File: src/sv/strict_json_syntax_validator_top_macros.svh
// assertion helpers
`ifndef STRICT_JSON_SYNTAX_VALIDATOR_TOP_MACROS_SVH
`define STRICT_JSON_SYNTAX_VALIDATOR_TOP_MACROS_SVH
`define SJV_ASSERT_IMP(lbl, ant, con, msg) \
  lbl: assert property (@(posedge clk) disable iff (rst) (ant) |-> (con)) else $error(msg);
`define SJV_ASSERT_NXT(lbl, ant, con, msg) \
  lbl: assert property (@(posedge clk) disable iff (rst) (ant) |=> (con)) else $error(msg);
`endif

File: src/sv/sjv_pkg.sv
`timescale 1ns / 1ps
package sjv_pkg;
  localparam int STACK_DEPTH = 64;
  localparam int SP_W = $clog2(STACK_DEPTH);
  localparam int DEPTH_W = 7;

  localparam logic [1:0] ST_OK = 2'd0;
  localparam logic [1:0] ST_VALID = 2'd1;
  localparam logic [1:0] ST_BAD = 2'd2;
  localparam logic [1:0] ST_DEEP = 2'd3;

  localparam logic [4:0] M_ROOT = 5'd0;
  localparam logic [4:0] M_AFTER_ROOT = 5'd1;
  localparam logic [4:0] M_ARR_FIRST = 5'd2;
  localparam logic [4:0] M_ARR_NEXT = 5'd3;
  localparam logic [4:0] M_OBJ_FIRST = 5'd4;
  localparam logic [4:0] M_OBJ_NEXT = 5'd5;
  localparam logic [4:0] M_COLON = 5'd6;
  localparam logic [4:0] M_VALUE = 5'd7;
  localparam logic [4:0] M_AFTER_VALUE = 5'd8;
  localparam logic [4:0] M_LIT_TRUE = 5'd9;
  localparam logic [4:0] M_LIT_FALSE = 5'd10;
  localparam logic [4:0] M_LIT_NULL = 5'd11;
  localparam logic [4:0] M_N_MINUS = 5'd12;
  localparam logic [4:0] M_N_ZERO = 5'd13;
  localparam logic [4:0] M_N_INT = 5'd14;
  localparam logic [4:0] M_N_DOT = 5'd15;
  localparam logic [4:0] M_N_FRAC = 5'd16;
  localparam logic [4:0] M_N_E = 5'd17;
  localparam logic [4:0] M_N_ESIGN = 5'd18;
  localparam logic [4:0] M_N_EXP = 5'd19;
  localparam logic [4:0] M_VSTR = 5'd20;
  localparam logic [4:0] M_KSTR = 5'd26;

  localparam logic [2:0] S_BODY = 3'd0;
  localparam logic [2:0] S_ESC = 3'd1;
  localparam logic [2:0] S_HEX = 3'd2;
  localparam logic [2:0] S_UTF8 = 3'd3;
  localparam logic [2:0] S_LOWBS = 3'd4;
  localparam logic [2:0] S_LOWU = 3'd5;

  typedef struct packed {
    logic [7:0] data_byte;
    logic       last_byte;
  } in_item_t;

  typedef struct packed {
    logic [1:0]         status;
    logic [DEPTH_W-1:0] current_depth;
    logic               end_of_document;
  } out_item_t;

  function automatic logic [7:0] lit_char(input logic [1:0] k, input logic [2:0] i);
    logic [7:0] c;
    c = 8'd0;
    case (k)
      2'd0: case (i) 3'd0: c = "t"; 3'd1: c = "r"; 3'd2: c = "u"; 3'd3: c = "e";
        default: c = 8'd0; endcase
      2'd1: case (i) 3'd0: c = "f"; 3'd1: c = "a"; 3'd2: c = "l"; 3'd3: c = "s";
        3'd4: c = "e"; default: c = 8'd0; endcase
      2'd2: case (i) 3'd0: c = "n"; 3'd1: c = "u"; 3'd2: c = "l"; 3'd3: c = "l";
        default: c = 8'd0; endcase
      default: c = 8'd0;
    endcase
    return c;
  endfunction
endpackage

File: src/sv/strict_json_syntax_validator_top.sv
`timescale 1ns / 1ps
// strict json syntax validator, one document byte per transfer
// in channel: in_valid / in_stall / in_data (data_byte, last_byte)
// out channel: out_valid / out_stall / out_data (status, current_depth,
//   end_of_document); exactly one result per accepted byte, in order
// cfg channel: cfg_valid / cfg_ready / cfg_data sets max_nesting (6 bits);
//   cfg_ready is always high, write only while idle
// a byte's result is registered, in the skid slot while the output is held
// throughput: one byte per cycle; the parse state updates in the same cycle
//   the byte is taken, the container stack is a memory written on open, its
//   top two entries sit in registers and the entry below them is read into
//   them on close; only in_stall limits rate beyond the single update path
// a one-entry output register with a skid slot lets a byte be taken while a
//   result waits; in_stall rises only when both slots are full
// reset: parse state, error and depth clear, max_nesting returns to 32; the
//   container stack is not cleared, entries are written before being read
// after the last byte the parse state restarts for the next document
module strict_json_syntax_validator_top (
  input  logic                clk,
  input  logic                rst,
  input  logic                in_valid,
  output logic                in_stall,
  input  sjv_pkg::in_item_t   in_data,
  output logic                out_valid,
  input  logic                out_stall,
  output sjv_pkg::out_item_t  out_data,
  input  logic                cfg_valid,
  output logic                cfg_ready,
  input  logic [5:0]          cfg_data
);
  `include "strict_json_syntax_validator_top_macros.svh"

  localparam int SD = sjv_pkg::STACK_DEPTH;
  localparam int DW = sjv_pkg::DEPTH_W;
  localparam int SW = sjv_pkg::SP_W;

  logic          stack [SD];
  logic [DW-1:0] depth, depth_next;
  logic [4:0]    mode, mode_next;
  logic [2:0]    lit, lit_next;
  logic [1:0]    u8rem, u8rem_next;
  logic [1:0]    u8cls, u8cls_next;
  logic [20:0]   acc, acc_next;
  logic [2:0]    hexcnt, hexcnt_next;
  logic [9:0]    hisur, hisur_next;
  logic [1:0]    err, err_next;
  logic [5:0]    max_nesting;
  logic          push, push_bit, pop;

  sjv_pkg::out_item_t res, skid;
  logic          skid_valid;
  logic          accept;

  assign cfg_ready = 1'b1;
  assign in_stall = skid_valid;
  assign accept = in_valid && !in_stall;

  logic [7:0] b;
  assign b = in_data.data_byte;

  function automatic logic is_ws(input logic [7:0] c);
    return c == 8'h20 || c == 8'h09 || c == 8'h0a || c == 8'h0d;
  endfunction
  function automatic logic is_dig(input logic [7:0] c);
    return c >= "0" && c <= "9";
  endfunction

  logic top_bit, below_bit;
  logic [SW-1:0] rd_idx;
  assign rd_idx = SW'(depth - DW'(3));

  logic [4:0] base;
  logic [2:0] sub;
  logic [4:0] hv;
  logic [15:0] hacc;
  logic [20:0] cacc;
  logic [20:0] cmin;
  logic [1:0] fin;
  logic [1:0] lk;
  logic [2:0] llen;
  logic renter;
  logic [4:0] m;

  always_comb begin
    depth_next = depth; mode_next = mode; lit_next = lit; u8rem_next = u8rem;
    u8cls_next = u8cls; acc_next = acc; hexcnt_next = hexcnt; hisur_next = hisur;
    err_next = err; push = 1'b0; push_bit = 1'b0; pop = 1'b0;
    base = (mode >= sjv_pkg::M_KSTR) ? sjv_pkg::M_KSTR : sjv_pkg::M_VSTR;
    sub = 3'(mode - base);
    hv = 5'd16;
    if (is_dig(b)) hv = 5'(b - "0");
    else if (b >= "a" && b <= "f") hv = 5'(b - "a" + 8'd10);
    else if (b >= "A" && b <= "F") hv = 5'(b - "A" + 8'd10);
    hacc = {acc[11:0], hv[3:0]};
    cacc = {acc[14:0], b[5:0]};
    cmin = (u8cls == 2'd1) ? 21'h80 : ((u8cls == 2'd2) ? 21'h800 : 21'h10000);
    lk = 2'(mode - sjv_pkg::M_LIT_TRUE);
    llen = (lk == 2'd1) ? 3'd5 : 3'd4;
    renter = 1'b0;
    m = mode;
    if (err == sjv_pkg::ST_OK) begin
      if (mode >= sjv_pkg::M_VSTR) begin
        case (sub)
          sjv_pkg::S_BODY: begin
            if (b == 8'h22) begin
              if (base == sjv_pkg::M_KSTR) mode_next = sjv_pkg::M_COLON;
              else mode_next = (depth == '0) ? sjv_pkg::M_AFTER_ROOT
                                             : sjv_pkg::M_AFTER_VALUE;
            end else if (b < 8'h20) err_next = sjv_pkg::ST_BAD;
            else if (b == 8'h5c) mode_next = base + 5'(sjv_pkg::S_ESC);
            else if (b >= 8'h80) begin
              if ((b & 8'he0) == 8'hc0) begin
                u8rem_next = 2'd1; acc_next = 21'(b[4:0]); u8cls_next = 2'd1;
                mode_next = base + 5'(sjv_pkg::S_UTF8);
              end else if ((b & 8'hf0) == 8'he0) begin
                u8rem_next = 2'd2; acc_next = 21'(b[3:0]); u8cls_next = 2'd2;
                mode_next = base + 5'(sjv_pkg::S_UTF8);
              end else if ((b & 8'hf8) == 8'hf0) begin
                u8rem_next = 2'd3; acc_next = 21'(b[2:0]); u8cls_next = 2'd3;
                mode_next = base + 5'(sjv_pkg::S_UTF8);
              end else err_next = sjv_pkg::ST_BAD;
            end
          end
          sjv_pkg::S_UTF8: begin
            if (b[7:6] != 2'b10 || u8rem == 2'd0) err_next = sjv_pkg::ST_BAD;
            else begin
              acc_next = cacc;
              u8rem_next = u8rem - 2'd1;
              if (u8rem == 2'd1) begin
                if (cacc < cmin || cacc > 21'h10ffff ||
                    (cacc >= 21'hd800 && cacc <= 21'hdfff)) err_next = sjv_pkg::ST_BAD;
                else begin
                  acc_next = '0; u8cls_next = 2'd0;
                  mode_next = base + 5'(sjv_pkg::S_BODY);
                end
              end
            end
          end
          sjv_pkg::S_ESC: begin
            if (b == 8'h22 || b == 8'h5c || b == "/" || b == "b" || b == "f" ||
                b == "n" || b == "r" || b == "t") mode_next = base + 5'(sjv_pkg::S_BODY);
            else if (b == "u") begin
              mode_next = base + 5'(sjv_pkg::S_HEX); hexcnt_next = 3'd0; acc_next = '0;
            end else err_next = sjv_pkg::ST_BAD;
          end
          sjv_pkg::S_HEX: begin
            if (hv[4]) err_next = sjv_pkg::ST_BAD;
            else begin
              acc_next = 21'(hacc);
              if (hexcnt == 3'd3) begin
                if (hacc >= 16'hd800 && hacc <= 16'hdbff) begin
                  hisur_next = 10'(hacc - 16'hd800);
                  mode_next = base + 5'(sjv_pkg::S_LOWBS);
                  hexcnt_next = 3'd0; acc_next = '0;
                end else if (hacc >= 16'hdc00 && hacc <= 16'hdfff) err_next = sjv_pkg::ST_BAD;
                else begin
                  mode_next = base + 5'(sjv_pkg::S_BODY);
                  hexcnt_next = 3'd0; acc_next = '0;
                end
              end else if (hexcnt == 3'd7) begin
                if (hacc < 16'hdc00 || hacc > 16'hdfff) err_next = sjv_pkg::ST_BAD;
                else begin
                  mode_next = base + 5'(sjv_pkg::S_BODY);
                  hexcnt_next = 3'd0; acc_next = '0; hisur_next = '0;
                end
              end else hexcnt_next = hexcnt + 3'd1;
            end
          end
          sjv_pkg::S_LOWBS: begin
            if (b == 8'h5c) mode_next = base + 5'(sjv_pkg::S_LOWU);
            else err_next = sjv_pkg::ST_BAD;
          end
          sjv_pkg::S_LOWU: begin
            if (b == "u") begin
              mode_next = base + 5'(sjv_pkg::S_HEX); hexcnt_next = 3'd4; acc_next = '0;
            end else err_next = sjv_pkg::ST_BAD;
          end
          default: err_next = sjv_pkg::ST_BAD;
        endcase
      end else begin
        if (mode >= sjv_pkg::M_N_MINUS) begin
          case (mode)
            sjv_pkg::M_N_MINUS:
              if (b == "0") mode_next = sjv_pkg::M_N_ZERO;
              else if (is_dig(b)) mode_next = sjv_pkg::M_N_INT;
              else err_next = sjv_pkg::ST_BAD;
            sjv_pkg::M_N_ZERO, sjv_pkg::M_N_INT:
              if (is_dig(b)) begin
                if (mode == sjv_pkg::M_N_ZERO) err_next = sjv_pkg::ST_BAD;
              end else if (b == ".") mode_next = sjv_pkg::M_N_DOT;
              else if (b == "e" || b == "E") mode_next = sjv_pkg::M_N_E;
              else renter = 1'b1;
            sjv_pkg::M_N_DOT:
              if (is_dig(b)) mode_next = sjv_pkg::M_N_FRAC;
              else err_next = sjv_pkg::ST_BAD;
            sjv_pkg::M_N_FRAC:
              if (b == "e" || b == "E") mode_next = sjv_pkg::M_N_E;
              else if (!is_dig(b)) renter = 1'b1;
            sjv_pkg::M_N_E:
              if (b == "+" || b == "-") mode_next = sjv_pkg::M_N_ESIGN;
              else if (is_dig(b)) mode_next = sjv_pkg::M_N_EXP;
              else err_next = sjv_pkg::ST_BAD;
            sjv_pkg::M_N_ESIGN:
              if (is_dig(b)) mode_next = sjv_pkg::M_N_EXP;
              else err_next = sjv_pkg::ST_BAD;
            default:
              if (!is_dig(b)) renter = 1'b1;
          endcase
          if (renter) m = (depth == '0) ? sjv_pkg::M_AFTER_ROOT : sjv_pkg::M_AFTER_VALUE;
          mode_next = renter ? m : mode_next;
        end
        if (mode < sjv_pkg::M_N_MINUS || renter) begin
          if (!(is_ws(b) && m <= sjv_pkg::M_AFTER_VALUE)) begin
            case (m)
              sjv_pkg::M_ROOT, sjv_pkg::M_VALUE, sjv_pkg::M_ARR_FIRST, sjv_pkg::M_ARR_NEXT: begin
                if (m == sjv_pkg::M_ARR_FIRST && b == "]") begin
                  if (depth == '0 || top_bit) err_next = sjv_pkg::ST_BAD;
                  else begin
                    pop = 1'b1;
                    depth_next = depth - DW'(1);
                    mode_next = (depth == DW'(1)) ? sjv_pkg::M_AFTER_ROOT
                                                  : sjv_pkg::M_AFTER_VALUE;
                  end
                end else if (m == sjv_pkg::M_ARR_NEXT && b == "]") err_next = sjv_pkg::ST_BAD;
                else if (depth > DW'(max_nesting)) err_next = sjv_pkg::ST_DEEP;
                else if (b == 8'h22) mode_next = sjv_pkg::M_VSTR;
                else if (b == "-") mode_next = sjv_pkg::M_N_MINUS;
                else if (b == "0") mode_next = sjv_pkg::M_N_ZERO;
                else if (is_dig(b)) mode_next = sjv_pkg::M_N_INT;
                else if (b == "t") begin mode_next = sjv_pkg::M_LIT_TRUE; lit_next = 3'd1; end
                else if (b == "f") begin mode_next = sjv_pkg::M_LIT_FALSE; lit_next = 3'd1; end
                else if (b == "n") begin mode_next = sjv_pkg::M_LIT_NULL; lit_next = 3'd1; end
                else if (b == "[" || b == "{") begin
                  if (depth >= DW'(SD)) err_next = sjv_pkg::ST_DEEP;
                  else begin
                    push = 1'b1; push_bit = (b == "{");
                    depth_next = depth + DW'(1);
                    mode_next = (b == "{") ? sjv_pkg::M_OBJ_FIRST : sjv_pkg::M_ARR_FIRST;
                  end
                end else err_next = sjv_pkg::ST_BAD;
              end
              sjv_pkg::M_AFTER_ROOT: err_next = sjv_pkg::ST_BAD;
              sjv_pkg::M_OBJ_FIRST, sjv_pkg::M_OBJ_NEXT: begin
                if (b == 8'h22) mode_next = sjv_pkg::M_KSTR;
                else if (b == "}" && m == sjv_pkg::M_OBJ_FIRST && depth != '0 && top_bit) begin
                  pop = 1'b1;
                  depth_next = depth - DW'(1);
                  mode_next = (depth == DW'(1)) ? sjv_pkg::M_AFTER_ROOT
                                                : sjv_pkg::M_AFTER_VALUE;
                end else err_next = sjv_pkg::ST_BAD;
              end
              sjv_pkg::M_COLON:
                if (b == ":") mode_next = sjv_pkg::M_VALUE;
                else err_next = sjv_pkg::ST_BAD;
              sjv_pkg::M_AFTER_VALUE: begin
                if (depth == '0) err_next = sjv_pkg::ST_BAD;
                else if (b == ",")
                  mode_next = top_bit ? sjv_pkg::M_OBJ_NEXT : sjv_pkg::M_ARR_NEXT;
                else if ((b == "]" && !top_bit) || (b == "}" && top_bit)) begin
                  pop = 1'b1;
                  depth_next = depth - DW'(1);
                  mode_next = (depth == DW'(1)) ? sjv_pkg::M_AFTER_ROOT
                                                : sjv_pkg::M_AFTER_VALUE;
                end else err_next = sjv_pkg::ST_BAD;
              end
              default: begin
                if (lk != 2'd3 && lit < llen && b == sjv_pkg::lit_char(lk, lit)) begin
                  lit_next = lit + 3'd1;
                  if (lit + 3'd1 == llen) begin
                    lit_next = 3'd0;
                    mode_next = (depth == '0) ? sjv_pkg::M_AFTER_ROOT
                                              : sjv_pkg::M_AFTER_VALUE;
                  end
                end else err_next = sjv_pkg::ST_BAD;
              end
            endcase
          end
        end
      end
    end
    fin = err_next;
    if (err_next == sjv_pkg::ST_OK) begin
      case (mode_next)
        sjv_pkg::M_AFTER_ROOT: fin = sjv_pkg::ST_VALID;
        sjv_pkg::M_N_ZERO, sjv_pkg::M_N_INT, sjv_pkg::M_N_FRAC, sjv_pkg::M_N_EXP:
          fin = (depth_next == '0) ? sjv_pkg::ST_VALID : sjv_pkg::ST_BAD;
        sjv_pkg::M_ARR_FIRST, sjv_pkg::M_ARR_NEXT, sjv_pkg::M_VALUE:
          fin = (depth_next > DW'(max_nesting)) ? sjv_pkg::ST_DEEP : sjv_pkg::ST_BAD;
        default: fin = sjv_pkg::ST_BAD;
      endcase
    end
  end

  sjv_pkg::out_item_t new_res;
  always_comb begin
    new_res.status = in_data.last_byte ? fin : err_next;
    new_res.current_depth = depth_next;
    new_res.end_of_document = in_data.last_byte;
  end

  // container stack: memory below, top two entries in registers
  always_ff @(posedge clk) begin
    if (accept && push) stack[SW'(depth)] <= push_bit;
  end

  always_ff @(posedge clk) begin
    if (rst) begin
      top_bit <= 1'b0; below_bit <= 1'b0;
    end else if (accept && push) begin
      top_bit <= push_bit; below_bit <= top_bit;
    end else if (accept && pop) begin
      top_bit <= below_bit; below_bit <= stack[rd_idx];
    end
  end

  always_ff @(posedge clk) begin
    if (rst) begin
      depth <= '0; mode <= sjv_pkg::M_ROOT; lit <= '0; u8rem <= '0; u8cls <= '0;
      acc <= '0; hexcnt <= '0; hisur <= '0; err <= sjv_pkg::ST_OK;
    end else if (accept) begin
      if (in_data.last_byte) begin
        depth <= '0; mode <= sjv_pkg::M_ROOT; lit <= '0; u8rem <= '0; u8cls <= '0;
        acc <= '0; hexcnt <= '0; hisur <= '0; err <= sjv_pkg::ST_OK;
      end else begin
        depth <= depth_next; mode <= mode_next; lit <= lit_next; u8rem <= u8rem_next;
        u8cls <= u8cls_next; acc <= acc_next; hexcnt <= hexcnt_next;
        hisur <= hisur_next; err <= err_next;
      end
    end
  end

  always_ff @(posedge clk) begin
    if (rst) max_nesting <= 6'd32;
    else if (cfg_valid && cfg_ready) max_nesting <= cfg_data;
  end

  // output register with skid slot
  always_ff @(posedge clk) begin
    if (rst) begin
      out_valid <= 1'b0; skid_valid <= 1'b0;
    end else begin
      if (!out_valid || !out_stall) begin
        if (skid_valid) begin
          out_valid <= 1'b1; skid_valid <= 1'b0;
        end else out_valid <= accept;
      end else if (accept) skid_valid <= 1'b1;
    end
  end

  always_ff @(posedge clk) begin
    if (!out_valid || !out_stall) res <= skid_valid ? skid : new_res;
    if (out_valid && out_stall && accept) skid <= new_res;
  end

  assign out_data = res;

  `SJV_ASSERT_IMP(a_skid_only_when_held, skid_valid, out_valid, "skid full with output empty")
  `SJV_ASSERT_NXT(a_restart_after_last, accept && in_data.last_byte,
    depth == '0 && err == sjv_pkg::ST_OK, "state not restarted after last byte")
  `SJV_ASSERT_NXT(a_error_sticky, err != sjv_pkg::ST_OK && !(accept && in_data.last_byte),
    err == $past(err), "error changed before end of document")
endmodule

File: config.mk
export PLATFORM = sky130hd
export DESIGN_NAME = strict_json_syntax_validator_top
export DESIGN_NICKNAME = d
export VERILOG_FILES = /design/src/sv/sjv_pkg.sv /design/src/sv/strict_json_syntax_validator_top.sv
export VERILOG_INCLUDE_DIRS = /design/src /design/src/sv
export SDC_FILE = /design/constraint.sdc
export NUM_CORES = 1
export LEC_CHECK = 0
export BUFFER_PORTS_ARGS = -buffer_cell sky130_fd_sc_hd__buf_2
export CORE_ASPECT_RATIO = 1.4
export CORE_UTILIZATION = 45
export CTS_BUF_LIST = sky130_fd_sc_hd__clkbuf_16
export DETAILED_ROUTE_END_ITERATION = 7
export PLACE_DENSITY = 0.66
export SKIP_LAST_GASP = 1
export SYNTH_ARGS = -nofsm -noshare
export SYNTH_HDL_FRONTEND = slang
export SYNTH_SLANG_ARGS = --single-unit
export TNS_END_PERCENT = 30
File: constraint.sdc
create_clock -name clk -period 7 [get_ports clk]
set_input_delay 1.05 -clock clk [delete_from_list [all_inputs] [get_ports clk]]
set_output_delay 1.05 -clock clk [all_outputs]
set_load 0.05 [all_outputs]
==> results of run 1 <==
-- power by group through the flow --
stage	Combinational (mW)	Clock [mW]	Sequential [mW]
floorplan	0.177	0	0.875
global placement	0.256	0	0.865
detailed placement	0.258	0	0.865
CTS	0.259	0.949	0.847
global route	0.291	0.981	0.849
finish	0.267	0.938	0.848
-- tightest hold or removal path, cell delays in order, from the launching register on --
cell and delay, ns:
dfxtp_1 0.32, nand2_1 0.06, a21oi_1 0.05
-- cells in the mapped netlist (5+ instances only) --
library cell and number:
a211oi_1 12, a21o_1 6, a21oi_1 83, a221oi_1 9, a22oi_1 23, a311oi_1 9, a31oi_1 22, a41oi_1 5
and2_1 10, and3_1 12, and4_1 6, buf_1 10, clkbuf_1 66, dfxtp_1 49, edfxtp_1 84, ha_1 35
inv_1 33, mux2_2 9, mux2i_1 17, mux4_2 18, nand2_1 95, nand2b_1 16, nand3_1 51, nand3b_1 6
nand4_1 12, nor2_1 179, nor2b_1 22, nor3_1 43, nor3b_1 6, nor4_1 14, o211ai_1 14, o21a_1 8
o21ai_0 55, o22ai_1 11, o31a_1 6, o31ai_1 9, o32a_1 5, or3_1 15, or4_1 9, xnor2_1 11
-- logic make-up (layout without fill, tap and decap cells) --
group                    Yosys count  in the layout
AO/OA/AOI/OAI                    330            330
XOR/XNOR                          15             15
adder cells (fa/ha/maj)           35             35
buffers and inverters            119            117
flip-flops                       133            133
multiplexers                      44             44
other                              1              1
AND/OR/NAND/NOR                  518            518
-- final timing paths --
kind,start,end,slack [ns],cells past startpoint
setup / recovery,mode[0]$_SDFFE_PP0P_,out_data[8]$_DFFE_PP_,1.28,14
hold / removal,hexcnt[1]$_SDFFE_PP0P_,hexcnt[1]$_SDFFE_PP0P_,0.47,2
setup reg to reg,mode[0]$_SDFFE_PP0P_,out_data[8]$_DFFE_PP_,1.28,14
hold reg to reg,hexcnt[1]$_SDFFE_PP0P_,hexcnt[1]$_SDFFE_PP0P_,0.47,2
-- routing by layer --
layer	track usage, %	share of wire (%)	vias to the layer above
li1	-	-	4495
met1	33.50	38	4595
met2	53.10	50	440
met3	5.339	5.5	143
met4	21.27	6.6	0
met5	0	0	-
-- layout make-up --
class	instances	area, um2
multi-input cells	943	6068
fillers	2077	10890
clock buffers	17	425.4
repair buffers	49	290.3
clock inverters	15	172.7
flip-flops and latches	133	3503
well taps	297	371.6
inverters	36	135.1
-- state kept, by name, summed over array words and instances, names as in the netlist --
register and count:
in_stall 1, u8cls 2, below_bit 1, stack 64
skid 10, out_data 10, mode 5, lit 3
hexcnt 3, acc 15, out_valid 1, u8rem 2
depth 7, max_nesting 6, err 2, top_bit 1
==> reports/qor.csv, run 1 <==
stage;metric;value;unit
outcome;outcome;complete, no violations;
floorplan;ios;33;
timing;worst_slack;1.285;ns
pwr;p_seq_share;41.3;%
setup_path;end_kind;register;
route;wl_per_cell;22.67;um
yosys;synth_compound_area_share;22.43;%
yosys;syn-num-nets;1250;
yosys;synth_top_area_share;25.15;%
place;portBuffers;31;
route;avgViaCountPerCell;6.492;
cells_and_area;final_area;10970;um2
global_routing;grt_pass1_wl;52650;um
global_routing;grt-ovfl-total;0;
clock_tree;htreeDepth;4;
yosys;avgSynthCellArea;8.393;um2
setup_path;crit_buf_inv;2;
pwr;power.leakage;3.850;nW
route;drt-pass1-iter-count;5;
setup_path;crit_path_frequent_cell;inv_1;
floorplan;dieWidth;128.2;um
pwr;p_clk_share;45.7;%
pwr;power_density;187.2;nW/um2
pwr;ir_drop;0.1661;mV
yosys;ys_async_sr_fraction;0;%
yosys;ys_seq_area_share;34.93;%
place;gp_congestion;0.9847;
place;dp.cells;1458;
clock_tree;cts_buffer_depth;2;
pwr;p_int;1.431;mW
yosys;synthXorXnorAreaFrac;1.310;%
clock_tree;cts_tree;built;
timing;maxSlewViolCount;0;
clock_tree;clock-sinks;133;
setup_path;crit_path_max_incr_delay;0.88;ns
yosys;synthMuxAreaShare;6.749;%
clock_tree;post_cts_buffers;0;
floorplan;placementRows;64;
yosys;synth_edf_count;84;
clock_tree;postCtsHoldBufs;0;
setup_path;cp_slowest_cell;dfxtp_1;
yosys;yosys.area_share.simple;25.52;%
timing;finalCritPeriodShare;81.65;%
global_routing;grt_usage;30.46;%
route;detail-route-antenna-nets;0;
pwr;p_sw_share;30.28;%
timing;skew;0.01470;ns
setup_path;path_max_fanout;21;
yosys;synth_seq_cells;133;
place;dpl_worst_slack;1.026;ns
floorplan;die_area;22900;um2
timing;max_clock_freq;175.0;MHz
pwr;netSwitchingPower;0.6216;mW
global_routing;antenna_found_initial;0;
place;hpwl;24030;um
route;drt_iter0_markers;959;
timing;tightestPinTransition;1.118;ns
route;num_vias;9673;
cells_and_area;area_delta_synth_final;9.344;%
cells_and_area;final_common_cell;nor2_1;
floorplan;start_util;45.88;%
cells_and_area;fin_cells;1490;
yosys;syn_area;10030;um2
setup_path;arrival;5.91;ns
min_path;hold_class;register to register;
setup_path;path_class;register to register;
cells_and_area;drive_gt1_share;10.39;%
yosys;yosysWarnings;0;
yosys;synth-adder-area-share;4.366;%
global_routing;grt_pass1_vias;9366;
timing;min_period;5.715;ns
route;drc;0;
place;dpl_cell_area;10370;um2
yosys;synth_top_cell_by_area;edfxtp_1;
floorplan;die_y;178.6;um
cells_and_area;antenna_cells;0;
cells_and_area;final_util;50.17;%
setup_path;cp-start-kind;register;
cells_and_area;nNetsFinal;1235;
cells_and_area;final_cell_mix;179 x nor2_1, 95 x nand2_1, 84 x edfxtp_1;
pwr;totalPowerFinal;2.053;mW
yosys;synth.distinct_cells;88;
setup_path;crit_family;compound AO/OA/AOI/OAI gates;
clock_tree;worstSkewPairLatency;0.44;ns
timing;fin_hold_ws;0.4681;ns
clock_tree;clock-root-buffer;clkbuf_16;
timing;fin_setup_tns;0;ns
yosys;dominantRegCellSynth;edfxtp_1;
setup_path;cp.required;7.19;ns
timing;relSlewSlack;25.44;%
timing;rsz0062_at_grt;false;
timing;setup_viol;0;
clock_tree;cts-buffers-inserted;17;
clock_tree;clkSlewWorstSetupHoldPaths;0.07;ns
run;maxCapViolCount;0;
pwr;pwr-share-comb;13.0;%
global_routing;grt_max_degree;66;
yosys;synth_top_family_by_area;simple AND/OR/NAND/NOR gates;
floorplan;coreArea;21860;um2
yosys;syn-instance-count;1195;
route;drt-total-wl;33770;um
setup_path;worstPathCellList;inv_1 -> nand2_1 -> inv_1 -> a221oi_1 -> o21ai_0 -> a2111oi_0 -> nand4_1 -> o21a_1 -> a211o_1 -> a21oi_1 -> xnor2_1 -> mux2i_1 -> nor4b_4 -> o31a_1;
clock_tree;cts_resized;0;
yosys;synth_top_cells_by_area;edfxtp_1 25%, dfxtp_1 9.8%, nor2_1 6.7%;
timing;hold_viol;0;
No activity file was read; power rests on OpenSTA's default activity.
==> run 2, diff against run 1 <==
--- a/config.mk
+++ b/config.mk
@@ -11,7 +11,7 @@
 export CORE_UTILIZATION = 45
 export CTS_BUF_LIST = sky130_fd_sc_hd__clkbuf_16
 export DETAILED_ROUTE_END_ITERATION = 7
-export PLACE_DENSITY = 0.66
+export PLACE_DENSITY = 0.68
 export SKIP_LAST_GASP = 1
 export SYNTH_ARGS = -nofsm -noshare
 export SYNTH_HDL_FRONTEND = slang
==> constraint.sdc (replaced) <==
create_clock -name clk -period 4.8 [get_ports clk]
set_input_delay 0.72 -clock clk [delete_from_list [all_inputs] [get_ports clk]]
set_output_delay 0.72 -clock clk [all_outputs]
set_load 0.05 [all_outputs]
==> run 2 against run 1 <==
Non-clock buffer count increased by 103. Via count rose by 4.2%. Sequential share of layout area is 2.2 points lower. Cell count up 6.9%. Maximum frequency up 25%. Clock power rose by 45%. Combinational power up 68%. Global-route usage rose by 0.92 points.
==> reports/qor.csv, run 2 (synthesis results as in run 1) <==
stage;metric;value;unit;change
clock_tree;postCtsHoldBufs;0;;unchanged
place;gp_congestion;1.005;;was 0.9847
route;met1_length;13210;um;was 12,740 um
cells_and_area;largest_register_ffs;64;;unchanged
setup_path;end_kind;register;;unchanged
route;drt-total-wl;35140;um;was 33,770 um
floorplan;ios;33;;unchanged
floorplan;coreArea;21860;um2;unchanged
global_routing;grt_pass1_wl;53940;um;was 52,650 um
timing;maxSlewViolCount;0;;unchanged
route;drt_iter0_markers;897;;was 959
timing;max_clock_freq;218.6;MHz;was 175.0 MHz
route;num_vias;10081;;was 9,673
route;detail-route-antenna-nets;0;;unchanged
clock_tree;clkSlewWorstSetupHoldPaths;0.06;ns;was 0.07 ns
setup_path;cp-start-kind;register;;unchanged
timing;finalCritPeriodShare;95.29;%;was 81.65%
floorplan;die_area;22900;um2;unchanged
cells_and_area;area_delta_synth_final;17.35;%;was 9.344%
min_path;hold_depth;2;;unchanged
min_path;hold_class;register to register;;unchanged
timing;relSlewSlack;24.67;%;was 25.44%
route;wl_per_cell;22.06;um;was 22.67 um
setup_path;path_class;register to register;;unchanged
timing;skew;0.01036;ns;was 0.01470 ns
timing;tightestPinTransition;1.130;ns;was 1.118 ns
clock_tree;cts_buffer_depth;2;;unchanged
timing;hold_viol;0;;unchanged
cells_and_area;final_util;53.84;%;was 50.17%
cells_and_area;largest_register;stack;;unchanged
cells_and_area;final_common_cell;nor2_1;;unchanged
timing;min_period;4.574;ns;was 5.715 ns
setup_path;arrival;4.76;ns;was 5.91 ns
clock_tree;worstSkewPairLatency;0.44;ns;about the same
cells_and_area;nNetsFinal;1338;;was 1,235
clock_tree;cts_tree;built;;unchanged
clock_tree;clock-root-buffer;clkbuf_16;;unchanged
global_routing;antenna_found_initial;0;;unchanged
route;drt-pass1-iter-count;5;;unchanged
route;avgViaCountPerCell;6.328;;was 6.492
route;route.met3.wl;1842;um;was 1872 um
setup_path;r2r_slack;0.23;ns;was 1.28 ns
cells_and_area;final_area;11770;um2;was 10,970 um2
setup_path;reg2reg_depth;15;;was 14
global_routing;grt_pass1_vias;10005;;was 9,366
cells_and_area;largest_registers;stack (64), acc (15);;unchanged
setup_path;rr_startpoint;lit[2]$_SDFFE_PP0P_;;was mode[0]$_SDFFE_PP0P_
route;wl_met2;17830;um;was 16,930 um
timing;setup_viol;0;;unchanged
min_path;worstHoldStart;hexcnt[1]$_SDFFE_PP0P_;;unchanged
cells_and_area;final_cell_mix;178 x nor2_1, 121 x buf_4, 95 x nand2_1;;was 179 x nor2_1, 95 x nand2_1, 84 x edfxtp_1
place;portBuffers;31;;unchanged
clock_tree;htreeDepth;4;;unchanged
floorplan;die_y;178.6;um;unchanged
route;top_layer;met4;;unchanged
place;dp.cells;1561;;was 1,458
floorplan;placementRows;64;;unchanged
global_routing;grt_usage;31.39;%;was 30.46%
run;maxCapViolCount;0;;unchanged
route;drc;0;;unchanged
pwr;power.leakage;4.337;nW;was 3.850 nW
timing;fin_hold_ws;0.4556;ns;was 0.4681 ns
cells_and_area;fin_cells;1593;;was 1,490
setup_path;r2r_end;out_data[8]$_DFFE_PP_;;unchanged
setup_path;path_max_fanout;11;;was 21
clock_tree;clock-sinks;133;;unchanged
pwr;totalPowerFinal;3.050;mW;was 2.053 mW
min_path;hold-path-endpoint;hexcnt[1]$_SDFFE_PP0P_;;unchanged
floorplan;start_util;45.88;%;unchanged
timing;rsz0062_at_grt;true;;was false
global_routing;grt-ovfl-total;0;;unchanged
outcome;outcome;complete, no violations;;unchanged
clock_tree;cts-buffers-inserted;17;;unchanged
place;dpl_cell_area;11150;um2;was 10,370 um2
setup_path;cp.required;4.99;ns;was 7.19 ns
pwr;ir_drop;0.4210;mV;was 0.1661 mV
global_routing;grt_max_degree;66;;unchanged
pwr;power_density;259.1;nW/um2;was 187.2 nW/um2
cells_and_area;drive_gt1_share;17.59;%;was 10.39%
floorplan;dieWidth;128.2;um;unchanged
cells_and_area;antenna_cells;0;;unchanged
place;hpwl;26170;um;was 24,030 um
run 2: cell types whose count changed in the layout (fill, tap and decap cells not counted), moves of 2 or more:
cell	previous run	this run
clkinv_4	0	5
buf_4	18	121
clkinv_1	2	4
inv_8	6	1
bufinv_16	1	3
inv_6	5	2
run 2: worst max-delay path: stages, from the launching register on:
cell and delay [ns]:
dfxtp_1 0.50, inv_1 0.14, ha_1 0.29, nor2b_1 0.17, a221oi_1 0.10, or3_1 0.33
a2111oi_1 0.54, nand4_1 0.44, or3_1 0.44, a21oi_1 0.27, nor4_1 0.09, buf_4 0.15
and3_1 0.16, mux2i_1 0.29, nor4b_4 0.10, o31a_1 0.32
run 2: worst max-delay path by stage:
stage          cells after the start  slack, ns                     to                start
5_1_grt                           14      -0.01  out_data[8]$_DFFE_PP_  lit[2]$_SDFFE_PP0P_
4_1_cts                           20       0.18      skid[8]$_DFFE_PP_           in_data[8]
6_report                          15       0.23  out_data[8]$_DFFE_PP_  lit[2]$_SDFFE_PP0P_
2_1_floorplan                     22      -0.29      skid[8]$_DFFE_PP_           in_data[2]
3_5_place_dp                      20      -0.27      skid[8]$_DFFE_PP_           in_data[8]
3_3_place_gp                      20      -0.15      skid[8]$_DFFE_PP_           in_data[8]
run 2: layout make-up:
| cell class | count | area (um2) |
|---|---|---|
| well taps | 297 | 371.6 |
| multi-input cells | 943 | 6088 |
| flip-flops and latches | 133 | 3505 |
| clock buffers | 17 | 425.4 |
| repair buffers | 152 | 1064 |
| fillers | 2053 | 10090 |
| inverters | 36 | 135.1 |
| clock inverters | 15 | 181.4 |
run 2: what timing repair did:
action                                 4_1_cts  5_1_grt
buffers inserted                             0        0
setup endpoints to repair                    0        4
endpoints found under the hold margin        0        0
resized for setup                            0        6
run 2: where the power goes:
group / switching [mW] / leakage (nW) / internal, mW
Sequential: 0.0152 / 1.20 / 1.22
Clock: 0.544 / 0.296 / 0.821
Combinational: 0.284 / 2.85 / 0.164
Total: 0.843 / 4.34 / 2.21
run 2: layer usage:
layer	vias up	GRT usage, %
met5	-	0
met4	0	21.72
met3	144	4.859
met2	416	56.34
met1	4826	33.64
li1	4695	-
run 2: stage by stage:
stage	setup WS, ns	setup TNS [ns]
3_5_place_dp	-0.2726	-0.5098
6_report	0.2262	0
5_1_grt	-0.01355	-0.01355
3_3_place_gp	-0.1531	-0.3157
4_1_cts	0.1838	0
2_1_floorplan	-0.2940	-0.5637
